## src/design/qrs_div_cell.sv

```systemverilog
// ----------------------------------------------------------------------------
// qrs_div_cell: one quotient bit of the pipelined dual divider
// Restoring step on two numerators sharing one divisor.
// ----------------------------------------------------------------------------
module qrs_div_cell #(
    parameter int NW     = 34,
    parameter int DV     = 17,
    parameter int SIDE_W = 4
) (
    input  logic              clk,
    input  logic              rst_n,
    input  logic              in_valid,
    output logic              in_ready,
    input  logic [NW-1:0]     n_in [2],
    input  logic [DV-1:0]     r_in [2],
    input  logic [NW-1:0]     q_in [2],
    input  logic [DV-1:0]     d_in,
    input  logic [SIDE_W-1:0] side_in,
    output logic              out_valid,
    input  logic              out_ready,
    output logic [NW-1:0]     n_out [2],
    output logic [DV-1:0]     r_out [2],
    output logic [NW-1:0]     q_out [2],
    output logic [DV-1:0]     d_out,
    output logic [SIDE_W-1:0] side_out
);
    logic              valid_reg;
    logic [NW-1:0]     n_reg [2];
    logic [DV-1:0]     r_reg [2];
    logic [DV-1:0]     r_next [2];
    logic [NW-1:0]     q_reg [2];
    logic [NW-1:0]     q_next [2];
    logic [DV-1:0]     d_reg;
    logic [SIDE_W-1:0] side_reg;
    logic [DV:0]       shifted [2];
    logic [DV:0]       diff [2];
    logic              fits [2];

    // Both lanes: shift in next numerator bit, subtract if it fits
    always_comb
    begin
        for (int k = 0; k < 2; k++)
        begin
            shifted[k] = {r_in[k], n_in[k][NW-1]};
            diff[k]    = shifted[k] - {1'b0, d_in};
            fits[k]    = (shifted[k] >= {1'b0, d_in});
            r_next[k]  = fits[k] ? diff[k][DV-1:0] : shifted[k][DV-1:0];
            q_next[k]  = {q_in[k][NW-2:0], fits[k]};
        end
    end

    assign in_ready = !valid_reg || out_ready;

    always_ff @(posedge clk or negedge rst_n)
    begin
        if (!rst_n)
        begin
            valid_reg <= 1'b0;
        end
        else if (in_ready)
        begin
            valid_reg <= in_valid;
        end
    end

    always_ff @(posedge clk)
    begin
        if (in_ready && in_valid)
        begin
            for (int k = 0; k < 2; k++)
            begin
                n_reg[k] <= {n_in[k][NW-2:0], 1'b0};
                r_reg[k] <= r_next[k];
                q_reg[k] <= q_next[k];
            end
            d_reg    <= d_in;
            side_reg <= side_in;
        end
    end

    assign out_valid = valid_reg;
    assign n_out     = n_reg;
    assign r_out     = r_reg;
    assign q_out     = q_reg;
    assign d_out     = d_reg;
    assign side_out  = side_reg;
endmodule

```

## config.mk

```make
export PLATFORM = sky130hd
export DESIGN_NAME = qrs_div_cell
export DESIGN_NICKNAME = d
export VERILOG_FILES = /design/src/design/qrs_div_cell.sv
export SDC_FILE = /design/constraint.sdc
export NUM_CORES = 1
export LEC_CHECK = 0
export ABC_AREA = 1
export BUFFER_PORTS_ARGS = -buffer_cell sky130_fd_sc_hd__buf_2
export CORE_AREA = 2 2 151 153
export DETAILED_ROUTE_END_ITERATION = 8
export DIE_AREA = 0 0 153 155
export PLACE_DENSITY_LB_ADDON = 0.25
export SETUP_SLACK_MARGIN = 0.4
export SYNTH_ARGS = -nofsm -noshare
export SYNTH_HDL_FRONTEND = slang
export SYNTH_SLANG_ARGS = --single-unit
```

## constraint.sdc

```tcl
create_clock -name clk -period 13 [get_ports clk]
set_input_delay 3.25 -clock clk [delete_from_list [all_inputs] [get_ports clk]]
set_output_delay 3.25 -clock clk [all_outputs]
set_load 0.05 [all_outputs]
```

==> impl_results.md <==
- Outcome: finished clean
- R2r setup slk: 10.56 ns
- Die span in y: 155 µm
- Post-Syn Area: 0.00861 mm²
- # DRC: 0
- Worst-path clk slew: 0.08 ns
- Reg2reg end: q_out[66]
- Die W: 153 µm
- Worst path top cell family by delay: buffers and inverters
- Clk_lat worst skew: 0.43 ns
- Max FO, Critical Path: 2
- Post-route cell area: 0.0115 mm²
- Hold_buf cts: 0
- Post-DP HPWL: 18600 µm
- Mapped Cells: 772
- Number of vias per cell: 4.56
- DP Area: 0.0108 mm²
- Final setup margin: 6.02 ns
- Fmax achieved: 0.143 GHz
- Power Dens Cells: 141 mW/mm²
- Setup tns final: 0 ns
- Share of layout cells above drive strength 1: 38.9%
- IO buf count: 383
- First-pass GRT wire length: 35000 µm
- Final worst-path cycle share: 53.7%
- Setup bufs post-CTS: 0
- Syn avg cell area: 11.2 µm²
- WHS Endpoint: out_valid
- Switch Pwr: 0.539 mW
- Origin of the critical flop-to-flop path: out_valid
- GP Congestion: 0.878
- Die ar.: 0.0237 mm²
- Cell internal power dissipation: 1.08 mW
- CTS buffer count: 17
- Nets: 1401
- CP most frequent cell: buf_2
- Setup violators final: 0
- Slew margin rel.: 36.0%
- Hold WC Path Type: reg -> reg
- Row count: 55
- Per-cell routed wire length: 16.0 µm
- Vias in the first global route: 6463
- Worst path bufs/invs: 3
- Clock tree root buffer cell: clkbuf_16
- H-tree Lvls: 4
- Ports: 388
- Largest cells by area after synthesis: edfxtp_1, nand2_1, inv_1
- Synth area leader: edfxtp_1
- Min-delay src: out_valid
- Final ANT Viol Nets: 0
- Min Tclk post-route: 6.98 ns
- GRT overflow: 0
- Crit path arrival time: 3.73 ns
- Clk sink count: 190
- Reg2Reg Depth: 3
- Initial DRC count: 313
- Largest net degree at the start of global routing: 78
- Pleak: 5.62 nW
- Combinational share of power: 21.9%
- Clock skew: 0.0172 ns
- Pre-CTS setup slack: 6.02 ns
- # resized after CTS: 0
- Initial antenna violation count: 4
- Share of total power in sequential cells: 45.2%
- Core box area: 0.0222 mm²
- Max-slew violations: 0
- Storage element area: 0.00570 mm²
- Top cell type's share of synthesized area: 65.9%
- Type of origin of the critical path: input port
- DRT Pass-1 Iters: 4
- CP max-delay cell: buf_2
- Footprint of the multi-input gates: 0.00240 mm²
- Syn. warnings: 0
- Area growth from synthesis to layout: 33.1%
- Vias: 6704
- CP peak stage delay: 0.21 ns
- CTS tree: yes
- Wirelength, routed: 23500 µm
- Slew @ Worst Pin: 0.959 ns
- Distinct cells, synth: 35
- WS Path Type: in -> out
- Setup crit end kind: primary output
- Peak VDD IR: 74.5 µV
- Worst EP required: 9.75 ns
- Sw Share: 33.3%
- Fillers: 2077
- Power share of the clock group: 32.9%
- Synthesized flop and latch total: 190
- RSZ-0062 raised after global routing: false
- All-Layer GR Usage: 19.2%
- Clk buf depth: 2
- Crit-path cells: buf_2, inv_1, nand2_1, buf_2
- Initial Utilization: 38.7%
- Hold Violations, Final: 0
- Hold path cells: 2
- Max-cap violations: 0
- Sequential element share of the synthesized area: 66.2%
[per-stage QoR]
stage | utilization, % | hold WS [ns] | std cells | power (mW)
6_report | 51.6 | 0.595 | 1471 | 1.62
5_1_grt | 51.6 | 0.639 | 1471 | 1.69
4_1_cts | 51.5 | 0.598 | 1468 | 1.64
3_5_place_dp | 48.8 | 0.574 | 1436 | 1.10
3_3_place_gp | 48.8 | 0.557 | 1436 | 1.10
2_1_floorplan | - | 1.15 | 773 | 1.01
[Yosys cell counts (all sizes together)]
cell,count
nand2,274
edfxtp,189
inv,120
nand3,61
ha,34
nor2,28
a21oi,20
xor2,12
buf,8
nand4,5
nor3,5
and3,2
fa,2
or2,2
xnor2,2
and2,1
clkinv,1
conb,1
dfrtp,1
nand3b,1
nor4,1
o21a,1
o21ai,1
[worst register-to-register path, cell delays in order, from the launching register on]
cell and delay (ns):
dfrtp_1 0.43, a21oi_4 0.16, buf_4 0.53, buf_4 0.88
[final cells by class]
type / instances / area share, %
diodes: 3 / 0.0655
clock buffers: 17 / 3.71
clock inverters: 15 / 1.58
inverters: 121 / 3.96
multi-input cells: 454 / 20.9
flip-flops and latches: 190 / 49.7
well taps: 285 / 3.11
repair buffers: 386 / 16.9
[cell families after synthesis]
logic type | synth area share (%)
buf+inv | 6.13
flops | 66.2
fa+ha+maj | 5.41
xor+xnor | 1.42
simple gates | 19.4
other cells | 0.0436
compound gates | 1.40
[sequential cells by signal (all words and copies together) (netlist names)]
signal / cells
n_out: 66
out_valid: 1
q_out: 68
r_out: 34
side_out: 4
d_out: 17
[how the worst max path moves through the flow]
stage,depth (start not counted),from,end,slack [ns]
final,4,out_ready,in_ready,6.02
after global routing,4,out_ready,in_ready,5.95
after CTS,4,out_ready,in_ready,6.01
after detailed placement,4,out_ready,in_ready,6.02
after global placement,4,out_ready,in_ready,6.03
after floorplan,2,out_ready,d_out[0],3.73
[power by group through the flow]
stage / Clock [mW] / Sequential [mW] / Combinational, mW
after global placement: 0 / 0.745 / 0.354
final: 0.532 / 0.733 / 0.354
after CTS: 0.549 / 0.733 / 0.358
after detailed placement: 0 / 0.747 / 0.357
after global routing: 0.567 / 0.736 / 0.385
after floorplan: 0 / 0.887 / 0.123
[cells in the final DEF, fill, tap and decap left out, types with 2 or more instances in the layout]
cell type    n
nand3_2      2
edfxtp_1   189
nor2_1      21
fa_1         2
inv_8        4
inv_1      115
buf_4        3
nor2_2       6
nand2_1    252
ha_1        34
and3_1       2
inv_6        3
conb_1       2
nor3_1       4
xnor2_1      2
clkbuf_16   17
nand4_1      5
nand3_1     59
buf_2      383
clkinv_8     4
diode_2      3
nand2_2     19
a21oi_1     17
xor2_1      12
inv_12       2
a21oi_2      2
nand2_4      3
inv_2        5
[layer usage]
layer | vias up | track usage, % | share of wire [%]
met5 | - | 0 | 0.055
met3 | 33 | 4.82 | 6.1
met1 | 3107 | 21.3 | 38
met2 | 224 | 36.2 | 54
met4 | 2 | 5.73 | 2.5
li1 | 3338 | - | -
Note: power is estimated with default switching activity, not from simulation.
