File: src/design/qrs_sqrt_cell.sv
// ----------------------------------------------------------------------------
// qrs_sqrt_cell: one digit of the pipelined square root
// Restoring radix-4 step: takes two radicand bits, yields one root bit.
// ----------------------------------------------------------------------------
module qrs_sqrt_cell #(
    parameter int QW     = 33,
    parameter int SIDE_W = 36
) (
    input  logic                clk,
    input  logic                rst_n,
    input  logic                in_valid,
    output logic                in_ready,
    input  logic [2*QW-1:0]     x_in,
    input  logic [QW+1:0]       r_in,
    input  logic [QW-1:0]       q_in,
    input  logic [SIDE_W-1:0]   side_in,
    output logic                out_valid,
    input  logic                out_ready,
    output logic [2*QW-1:0]     x_out,
    output logic [QW+1:0]       r_out,
    output logic [QW-1:0]       q_out,
    output logic [SIDE_W-1:0]   side_out
);
    localparam int RW = QW + 2;

    logic              valid_reg;
    logic [2*QW-1:0]   x_reg;
    logic [RW-1:0]     r_reg, r_next;
    logic [QW-1:0]     q_reg, q_next;
    logic [SIDE_W-1:0] side_reg;
    logic [RW-1:0]     shifted;
    logic [RW-1:0]     trial;
    logic              fits;

    // One trial subtraction
    always_comb
    begin
        shifted = {r_in[RW-3:0], x_in[2*QW-1 -: 2]};
        trial   = {q_in, 2'b01};
        fits    = (shifted >= trial);
        r_next  = fits ? (shifted - trial) : shifted;
        q_next  = {q_in[QW-2:0], fits};
    end

    assign in_ready = !valid_reg || out_ready;

    always_ff @(posedge clk or negedge rst_n)
    begin
        if (!rst_n)
        begin
            valid_reg <= 1'b0;
        end
        else if (in_ready)
        begin
            valid_reg <= in_valid;
        end
    end

    always_ff @(posedge clk)
    begin
        if (in_ready && in_valid)
        begin
            x_reg    <= {x_in[2*QW-3:0], 2'b00};
            r_reg    <= r_next;
            q_reg    <= q_next;
            side_reg <= side_in;
        end
    end

    assign out_valid = valid_reg;
    assign x_out     = x_reg;
    assign r_out     = r_reg;
    assign q_out     = q_reg;
    assign side_out  = side_reg;
endmodule

File: config.mk
export PLATFORM = sky130hd
export DESIGN_NAME = qrs_sqrt_cell
export DESIGN_NICKNAME = d
export VERILOG_FILES = /design/src/design/qrs_sqrt_cell.sv
export SDC_FILE = /design/constraint.sdc
export NUM_CORES = 1
export LEC_CHECK = 0
export BUFFER_PORTS_ARGS = -buffer_cell sky130_fd_sc_hd__buf_2
export CAP_MARGIN = 20
export CORE_MARGIN = 4
export CORE_UTILIZATION = 43
export DETAILED_ROUTE_END_ITERATION = 10
export GPL_ROUTABILITY_DRIVEN = 0
export PLACE_DENSITY = 0.71
export SKIP_LAST_GASP = 1
export SLEW_MARGIN = 20
export SYNTH_ARGS = -nofsm -noshare
export SYNTH_HDL_FRONTEND = slang
export SYNTH_SLANG_ARGS = --single-unit
File: constraint.sdc
create_clock -name clk -period 5.5 [get_ports clk]
set_input_delay 1.375 -clock clk [delete_from_list [all_inputs] [get_ports clk]]
set_output_delay 1.375 -clock clk [all_outputs]
set_load 0.01 [all_outputs]
==> results of run 1 <==
-- worst max-delay path: cells and delay by family --
| kind | cells | cell delay (ns) |
|---|---|---|
| buffers and inverters | 3 | 0.40 |
| muxes | 1 | 0.35 |
| AOI/OAI and AO/OA | 3 | 0.84 |
| adders and majority gates | 1 | 0.46 |
| and+or+nand+nor | 3 | 0.81 |
-- metrics by stage --
step / instance area (µm²) / utilization [%]
after detailed placement: 9619 / 55.42
after global placement: 9619 / 55.42
after floorplan: 7661 / -
after global routing: 10220 / 58.88
after CTS: 10220 / 58.88
final: 10220 / 58.88
-- report_power, final --
part / leakage [nW] / internal, mW / switching (mW)
clock network: 0.294 / 0.616 / 0.570
logic: 2.60 / 0.230 / 0.322
registers: 1.61 / 1.52 / 0.0173
total: 4.51 / 2.37 / 0.910
-- final timing paths --
check | endpoint | slack, ns | depth (start not counted)
max | r_out[10] | 1.41 | 11
min | out_valid | 0.58 | 2
max reg2reg | x_out[51] | 3.33 | 3
min reg2reg | out_valid | 0.58 | 2
max in group asynchronous | out_valid | 4.70 | 1
min in group asynchronous | out_valid | 0.71 | 1
-- routing by layer --
metal  vias to the layer above  part of all wire [%]  GRT usage (%)
met5                         -                 0.099              0
li1                       2829                     -              -
met3                        31                   8.9          7.213
met1                      2658                    39          24.56
met4                         4                   1.5          5.758
met2                       218                    51          35.54
-- flip-flops by register name (all words and copies together), names as in the netlist --
name and count:
x_out 64, side_out 36, r_out 35, q_out 33, out_valid 1
-- cells in the final DEF, fill, tap and decap left out, types with 4 or more instances in the layout --
cell / count
a211oi_1: 6
a21o_1: 16
a21oi_1: 51
and3_1: 4
buf_2: 341
clkbuf_16: 17
clkinv_8: 4
edfxtp_1: 168
ha_1: 35
inv_1: 47
inv_8: 4
mux2_1: 6
nand2_1: 26
nand2b_1: 6
nand3_1: 9
nand4_1: 7
nand4b_1: 4
nor2_1: 42
nor3_1: 7
o211ai_1: 5
o21a_1: 4
o21ai_0: 16
o21bai_1: 8
xnor2_1: 16
xor2_1: 11
-- cells by family (layout without fill, tap and decap cells) --
logic type	after synthesis	in the layout	share of synthesized area [%]
other cells	1	2	0.04898
flops	169	169	66.22
compound gates	137	137	11.86
buf+inv	64	424	3.546
fa+ha+maj	35	35	5.720
mux	10	10	1.438
simple gates	124	124	8.073
xor+xnor	27	27	3.089
-- layout make-up --
type	instances	area share, %
timing repair buffer	345	17.24
inverter	47	1.726
clock inverter	15	1.714
clock buffer	17	4.163
sequential	169	49.61
multi-input combinational	335	22.80
tap	225	2.755
==> impl_metrics.py, run 1 <==
metrics = {
    "critical_path": {
        "critPathMaxStageDelay_ns": 0.52,
        "critical_path_required_ns": 5.67,
        "end_kind": "flop",
        "startpoint": "q_in[24]",
        "reg2reg_from": "out_valid",
        "crit_arrival_ns": 4.26,
        "crit_fanout": 33,
        "worstSetupPathType": "input pin to flop",
        "cp-start-kind": "input pin",
        "slowest_stage": "o211ai_4",
        "path_cells": "buf_2, inv_1, ha_1, nand4_1, nor4_2, o211ai_1, nand3_1, a31oi_1, o211ai_4, buf_12, mux2_2",
    },
    "grt": {
        "antenna_found_initial": 2,
        "grt_usage_pct": 20.61,
        "overflow": 0,
        "grt_max_degree": 74,
        "grt_pass1_wl_mm": 31.63,
        "first_global_vias": 5618,
    },
    "floorplanning": {
        "io_pins": 346,
        "die-area_um2": 20000,
        "num_rows": 48,
        "die_h_um": 141.4,
        "start_util_pct": 44.11,
        "die_w_um": 141.4,
        "core_area_um2": 17360,
    },
    "synthesis": {
        "yosysWarningCount": 0,
        "synth_commonest_cells": "edfxtp_1 (168), a21oi_1 (51), inv_1 (47), nor2_1 (42), ha_1 (35)",
        "synth_edf_count": 168,
        "yosys.area.top_type": "edfxtp_1",
        "synth_cell_types": 61,
        "synth_flop_cell": "edfxtp_1",
        "synth_area_um2": 7656,
        "avgSynthCellArea_um2": 13.50,
        "syn_inst": 567,
        "synthArstFlopShare_pct": 0.5917,
        "ys_seq_elements": 169,
        "yosysSeqAreaShare_pct": 66.22,
        "netlist_top_cells_area": "edfxtp_1 (66%), ha_1 (5.7%), a21oi_1 (3.3%)",
        "synth_most_common_cell": "edfxtp_1",
        "yosysTopAreaCellShare_pct": 65.89,
    },
    "power": {
        "powerDensity_nw_per_um2": 320.9,
        "power_leakage_nw": 4.505,
        "finalPower_mw": 3.279,
        "peakVddDrop_mv": 0.2074,
    },
    "clocking": {
        "ctsResizeCount": 0,
        "insertion_delay_ns": 0.42,
        "clk_pin_slew_worst_paths_ns": 0.07,
        "postCtsSetupRepairBufs": 0,
        "cts_max_level": 4,
        "cts_tree": "yes",
        "cts_buffer_depth": 2,
        "clock-root-buffer": "clkbuf_16",
        "ctsHoldBuffers": 0,
        "cts.sinks": 169,
        "cts_buffers": 17,
    },
    "cells_and_area": {
        "multi_input_area_um2": 2330,
        "post_route_cells_drive_above_1_share_pct": 42.13,
        "fin_nets": 1124,
        "layout.cells.non_filler": 1153,
        "n_antenna_cell": 0,
        "fillCellCount": 1451,
        "area_growth_pct": 33.49,
        "regArea_um2": 5070,
    },
    "sta": {
        "finClkSkew_ns": 0.01259,
        "setup_viol": 0,
        "hold_slack_ns": 0.5844,
        "slew_headroom_pct": 42.96,
        "period_share_pct": 74.34,
        "fin_crit_ns": 4.089,
        "max_slew.worst_pin.slew_ns": 0.8556,
        "rsz0062_at_grt": "no",
        "hold_violations": 0,
        "fmax_mhz": 244.6,
        "setup_tns_ns": 0,
        "setup_slack_ns": 1.411,
        "slew_viol_final": 0,
    },
    "placement": {
        "dp_hpwl_mm": 16.71,
        "placed_cells": 1121,
        "dp_slack_ns": 0.9359,
        "io_buffers": 341,
    },
    "detailed_routing": {
        "detail_route.wl_per_cell_um": 18.42,
        "firstDrtPassIters": 4,
        "via_per_inst": 4.978,
        "route.detailed.drc": 0,
        "postRouteAntennaNets": 0,
        "drtIter0Drc": 326,
        "routed_wirelength_mm": 21.23,
        "vias": 5740,
    },
    "run_status": {
        "status": "finished clean",
    },
    "hold_path": {
        "holdCritStartpoint": "out_valid",
        "hold_class": "flop to flop",
    },
    "flow_run": {
        "drv_cap": 0,
    },
}
Note: power is estimated with default switching activity, not from simulation.
==> run 2: changes to the inputs <==
clock period = 3.9 ns   (was 5.5 ns; I/O delays follow)
==> run 2 against run 1 <==
  * Worst setup slack got worse by 0.80 ns
  * Sequential power rose by 41%
  * Via count rose by 0.98%
  * Final cell count rose by 0.87%
  * Hold slack got worse by 0.28 ns
  * Critical path type unchanged
  * Largest cell class unchanged
  * Largest power group unchanged
==> impl_metrics.py, run 2 (synthesis results as in run 1) <==
metrics = {
    "run_status": {
        "status": "finished clean",
    },
    "grt": {
        "overflow": 0,
        "grt_pass1_wl_mm": 32.13,
        "grt_max_degree": 101,
        "first_global_vias": 5842,
        "grt_usage_pct": 20.70,
        "antenna_found_initial": 1,
    },
    "detailed_routing": {
        "detail_route.wl_per_cell_um": 18.22,
        "routed-wl-met3_mm": 1.684,
        "vias": 5796,
        "postRouteAntennaNets": 0,
        "drtIter0Drc": 215,
        "firstDrtPassIters": 5,
        "route.detailed.drc": 0,
        "dr_wl_met2_mm": 10.87,
        "wl_met1_mm": 8.310,
        "via_per_inst": 4.984,
        "routed_wirelength_mm": 21.19,
        "highest_layer": "met4",
    },
    "hold_path": {
        "hold_class": "input pin to asynchronous set/reset pin",
    },
    "cells_and_area": {
        "final_common_cell": "buf_2",
        "multi_input_area_um2": 2330,
        "regArea_um2": 5070,
        "layout.cells.non_filler": 1163,
        "post_route_cells_drive_above_1_share_pct": 42.69,
        "area_growth_pct": 34.70,
        "largest_register_ffs": 64,
        "final_cell_mix": "buf_2 (341), edfxtp_1 (168), a21oi_1 (51)",
        "fin_util_pct": 59.41,
        "fillCellCount": 1468,
        "fin_nets": 1133,
    },
    "critical_path": {
        "crit_arrival_ns": 3.46,
        "cp-start-kind": "input pin",
        "worstSetupPathType": "input pin to flop",
        "r2r_setup_slack_ns": 2.35,
        "rr_worst_depth": 3,
        "rr_endpoint": "x_out[43]",
        "crit_fanout": 30,
        "reg2reg_from": "out_valid",
        "critical_path_required_ns": 4.07,
        "end_kind": "flop",
    },
    "floorplanning": {
        "start_util_pct": 44.11,
        "num_rows": 48,
        "die_h_um": 141.4,
        "io_pins": 346,
        "die_w_um": 141.4,
        "core_area_um2": 17360,
        "die-area_um2": 20000,
    },
    "clocking": {
        "insertion_delay_ns": 0.43,
        "cts.sinks": 169,
        "postCtsSetupRepairBufs": 0,
        "cts_max_level": 4,
        "cts_buffer_depth": 2,
        "cts_buffers": 17,
        "clk_pin_slew_worst_paths_ns": 0.07,
        "ctsHoldBuffers": 0,
        "clock-root-buffer": "clkbuf_16",
        "ctsResizeCount": 0,
        "cts_tree": "yes",
    },
    "sta": {
        "setup_tns_ns": 0,
        "setup_slack_ns": 0.6147,
        "max_slew.worst_pin.slew_ns": 0.5488,
        "finClkSkew_ns": 0.01211,
        "rsz0062_at_grt": "no",
        "setup_viol": 0,
        "slew_headroom_pct": 63.41,
        "fin_crit_ns": 3.285,
        "fmax_mhz": 304.4,
        "slew_viol_final": 0,
        "hold_violations": 0,
        "period_share_pct": 84.24,
    },
    "placement": {
        "dp_slack_ns": 0.1421,
        "dp_hpwl_mm": 16.77,
        "placed_cells": 1130,
        "io_buffers": 341,
    },
    "power": {
        "power_leakage_nw": 4.556,
        "powerDensity_nw_per_um2": 451.7,
        "finalPower_mw": 4.658,
        "peakVddDrop_mv": 0.3031,
    },
    "flow_run": {
        "drv_cap": 0,
    },
}
## run 2: cell count changes in the layout (fill, tap and decap cells not counted)
cell | before | now
clkinv_4 | 3 | 1
inv_8 | 4 | 3
buf_4 | 2 | 9
diode_2 | 0 | 1
buf_12 | 2 | 4
inv_6 | 2 | 5
## run 2: critical path: stages
cell and delay, ns:
buf_2 0.09, inv_1 0.04, ha_1 0.38, nand4_1 0.25, nor4_2 0.35, o211ai_1 0.14, nand3_1 0.21, a31oi_1 0.18
o211ai_4 0.26, buf_12 0.23, mux2_2 0.36
## run 2: report_power, final
| group | switching (mW) | leakage (nW) | internal [mW] |
|---|---|---|---|
| clock | 0.815 | 0.293 | 0.868 |
| combinational | 0.461 | 2.65 | 0.341 |
| sequential | 0.0243 | 1.61 | 2.15 |
| total | 1.30 | 4.56 | 3.36 |
## run 2: final cells by class
class | instances | area share [%]
timing repair buffer | 354 | 17.98
inverter | 47 | 1.711
sequential | 169 | 49.16
multi-input combinational | 335 | 22.59
clock inverter | 15 | 1.674
antenna | 1 | 0.02427
clock buffer | 17 | 4.125
tap | 225 | 2.730
## run 2: layer usage
metal | vias to the layer above | GRT usage (%)
met1 | 2703 | 24.47
met5 | - | 0
met4 | 0 | 5.909
met2 | 224 | 36.74
li1 | 2845 | -
met3 | 24 | 6.067
## run 2: worst max-delay path by stage
stage	slack, ns	start	end	cells after the start
after global routing	0.35	q_in[24]	r_out[4]	11
after global placement	0.19	q_in[24]	r_out[10]	11
final	0.61	q_in[24]	r_out[4]	11
after CTS	0.59	q_in[24]	r_out[4]	11
after detailed placement	0.14	q_in[24]	r_out[4]	11
after floorplan	0.20	out_ready	q_out[0]	2
## run 2: stage by stage
step / hold WS, ns / area [µm²]
floorplan: 0.6218 / 7661
global placement: 0.5159 / 9712
detailed placement: 0.5541 / 9712
CTS: 0.2862 / 10310
global route: 0.2905 / 10310
finish: 0.3052 / 10310
==> run 3: changes to the inputs <==
clock period = 3.1 ns   (was 3.9 ns; I/O delays follow)
==> run 3 against run 2 <==
  * Final cell count grew 8.3%
  * Core utilization increased by 4.2 points
  * Sequential cell count is the same
  * Clock skew shrank 0.0016 ns
  * Highest routed layer is now met5
==> impl_metrics.py, run 3 (synthesis results as in run 1) <==
metrics = {
    "clocking": {
        "clock-root-buffer": "clkbuf_16",
        "clk_pin_slew_worst_paths_ns": 0.07,
        "postCtsSetupRepairBufs": 0,
        "cts.sinks": 169,
        "insertion_delay_ns": 0.43,
        "cts_buffer_depth": 2,
        "ctsResizeCount": 0,
        "cts_buffers": 17,
        "cts_tree": "yes",
        "cts_max_level": 4,
        "ctsHoldBuffers": 0,
    },
    "flow_run": {
        "drv_cap": 0,
    },
    "floorplanning": {
        "die_w_um": 141.4,
        "core_area_um2": 17360,
        "start_util_pct": 44.11,
        "die_h_um": 141.4,
        "io_pins": 346,
        "num_rows": 48,
        "die-area_um2": 20000,
    },
    "detailed_routing": {
        "vias": 6197,
        "drtIter0Drc": 305,
        "postRouteAntennaNets": 0,
        "firstDrtPassIters": 4,
        "routed_wirelength_mm": 22.24,
        "via_per_inst": 4.922,
        "detail_route.wl_per_cell_um": 17.66,
        "route.detailed.drc": 0,
    },
    "placement": {
        "dp_hpwl_mm": 17.77,
        "io_buffers": 341,
        "placed_cell_area_um2": 10430,
        "dp_slack_ns": -0.3058,
    },
    "grt": {
        "busiest_layer": "met2",
        "grt_pass1_wl_mm": 33.34,
        "grt_usage_pct": 21.60,
        "grt_use_met1_pct": 25.09,
        "met3_usage_pct": 6.943,
        "overflow": 0,
        "antenna_found_initial": 2,
        "grt_max_degree": 110,
        "grt_util_met2_pct": 38.37,
        "first_global_vias": 6251,
    },
    "sta": {
        "slew_viol_final": 0,
        "finClkSkew_ns": 0.01048,
        "setup_tns_ns": 0,
        "setup_viol": 0,
        "rsz0062_at_grt": "no",
        "fin_crit_ns": 2.969,
        "setup_slack_ns": 0.1306,
        "hold_violations": 0,
        "max_slew.worst_pin.slew_ns": 0.5895,
        "fmax_mhz": 336.8,
        "slew_headroom_pct": 60.70,
        "hold_slack_ns": 0.1107,
        "period_share_pct": 95.79,
    },
    "run_status": {
        "status": "finished clean",
    },
    "cells_and_area": {
        "area_growth_pct": 44.14,
        "final_cell_mix": "buf_2 (341), edfxtp_1 (168), buf_4 (105)",
        "fin_nets": 1229,
        "fillCellCount": 1450,
        "final_common_cell": "buf_2",
        "fin_util_pct": 63.58,
        "post_route_cells_drive_above_1_share_pct": 47.92,
        "final_area_um2": 11040,
        "largest_register_ffs": 64,
    },
    "hold_path": {
        "hold_class": "input pin to asynchronous set/reset pin",
    },
    "power": {
        "powerDensity_nw_per_um2": 548.1,
        "share_comb_of_total_power_pct": 19.2,
        "pwr-share-clk_pct": 35.6,
        "power_switching_share_pct": 27.10,
        "net-switching-power_mw": 1.639,
        "power_leakage_nw": 5.025,
        "power.internal_mw": 4.409,
        "pwr-share-seq_pct": 45.2,
        "peakVddDrop_mv": 0.3721,
    },
    "critical_path": {
        "worstSetupPathType": "input pin to flop",
        "cp-start-kind": "input pin",
        "crit_arrival_ns": 3.16,
        "end_kind": "flop",
        "crit_fanout": 4,
        "critical_path_required_ns": 3.29,
    },
}
[run 3: cell types whose count changed in the layout (fill, tap and decap cells not counted), sizes merged]
cell	previous run	this run
buf	354	450
bufinv	0	1
inv	56	55
[run 3: worst paths after layout]
| kind | start | to | slack [ns] | depth (start not counted) |
|---|---|---|---|---|
| min in group clk | x_in[42] | x_out[44] | 0.52 | 1 |
| hold / removal | rst_n | out_valid | 0.11 | 1 |
| setup / recovery | r_in[3] | r_out[30] | 0.13 | 10 |
| setup reg to reg | out_valid | r_out[11] | 1.46 | 3 |
| hold reg to reg | out_valid | out_valid | 0.61 | 2 |
| max in group asynchronous | rst_n | out_valid | 2.90 | 1 |
[run 3: metrics by stage]
| step | total power, mW | cells |
|---|---|---|
| CTS | 6.103 | 1258 |
| finish | 6.049 | 1259 |
| global placement | 3.923 | 1226 |
| detailed placement | 3.950 | 1226 |
| global route | 6.332 | 1259 |
| floorplan | 3.378 | 568 |
[run 3: routing by layer]
layer	vias up	routed length, µm
li1	3027	-
met1	2907	8590
met2	230	11380
met3	31	1818
met4	2	433
met5	-	13
[run 3: power by group through the flow]
stage,registers (mW),logic (mW),clock network (mW)
after floorplan,2.87,0.503,0
after global placement,2.78,1.14,0
after detailed placement,2.79,1.16,0
after CTS,2.74,1.17,2.19
after global routing,2.75,1.27,2.31
final,2.74,1.16,2.15
[run 3: layout make-up]
type	count	area, µm²	area share [%]
sequential	169	5070	45.94
timing repair buffer	450	2575	23.33
multi-input combinational	335	2330	21.11
clock buffer	17	425.4	3.855
tap	225	281.5	2.551
inverter	47	176.4	1.599
clock inverter	15	175.2	1.587
antenna	1	2.502	0.02268
[run 3: critical path: stages]
cell and delay, ns:
buf_2 0.11, ha_1 0.34, a21o_1 0.21, a211o_1 0.29, o221a_4 0.24, a211oi_2 0.31, o31a_1 0.23, a21oi_1 0.11
or3_1 0.32, a31o_1 0.22
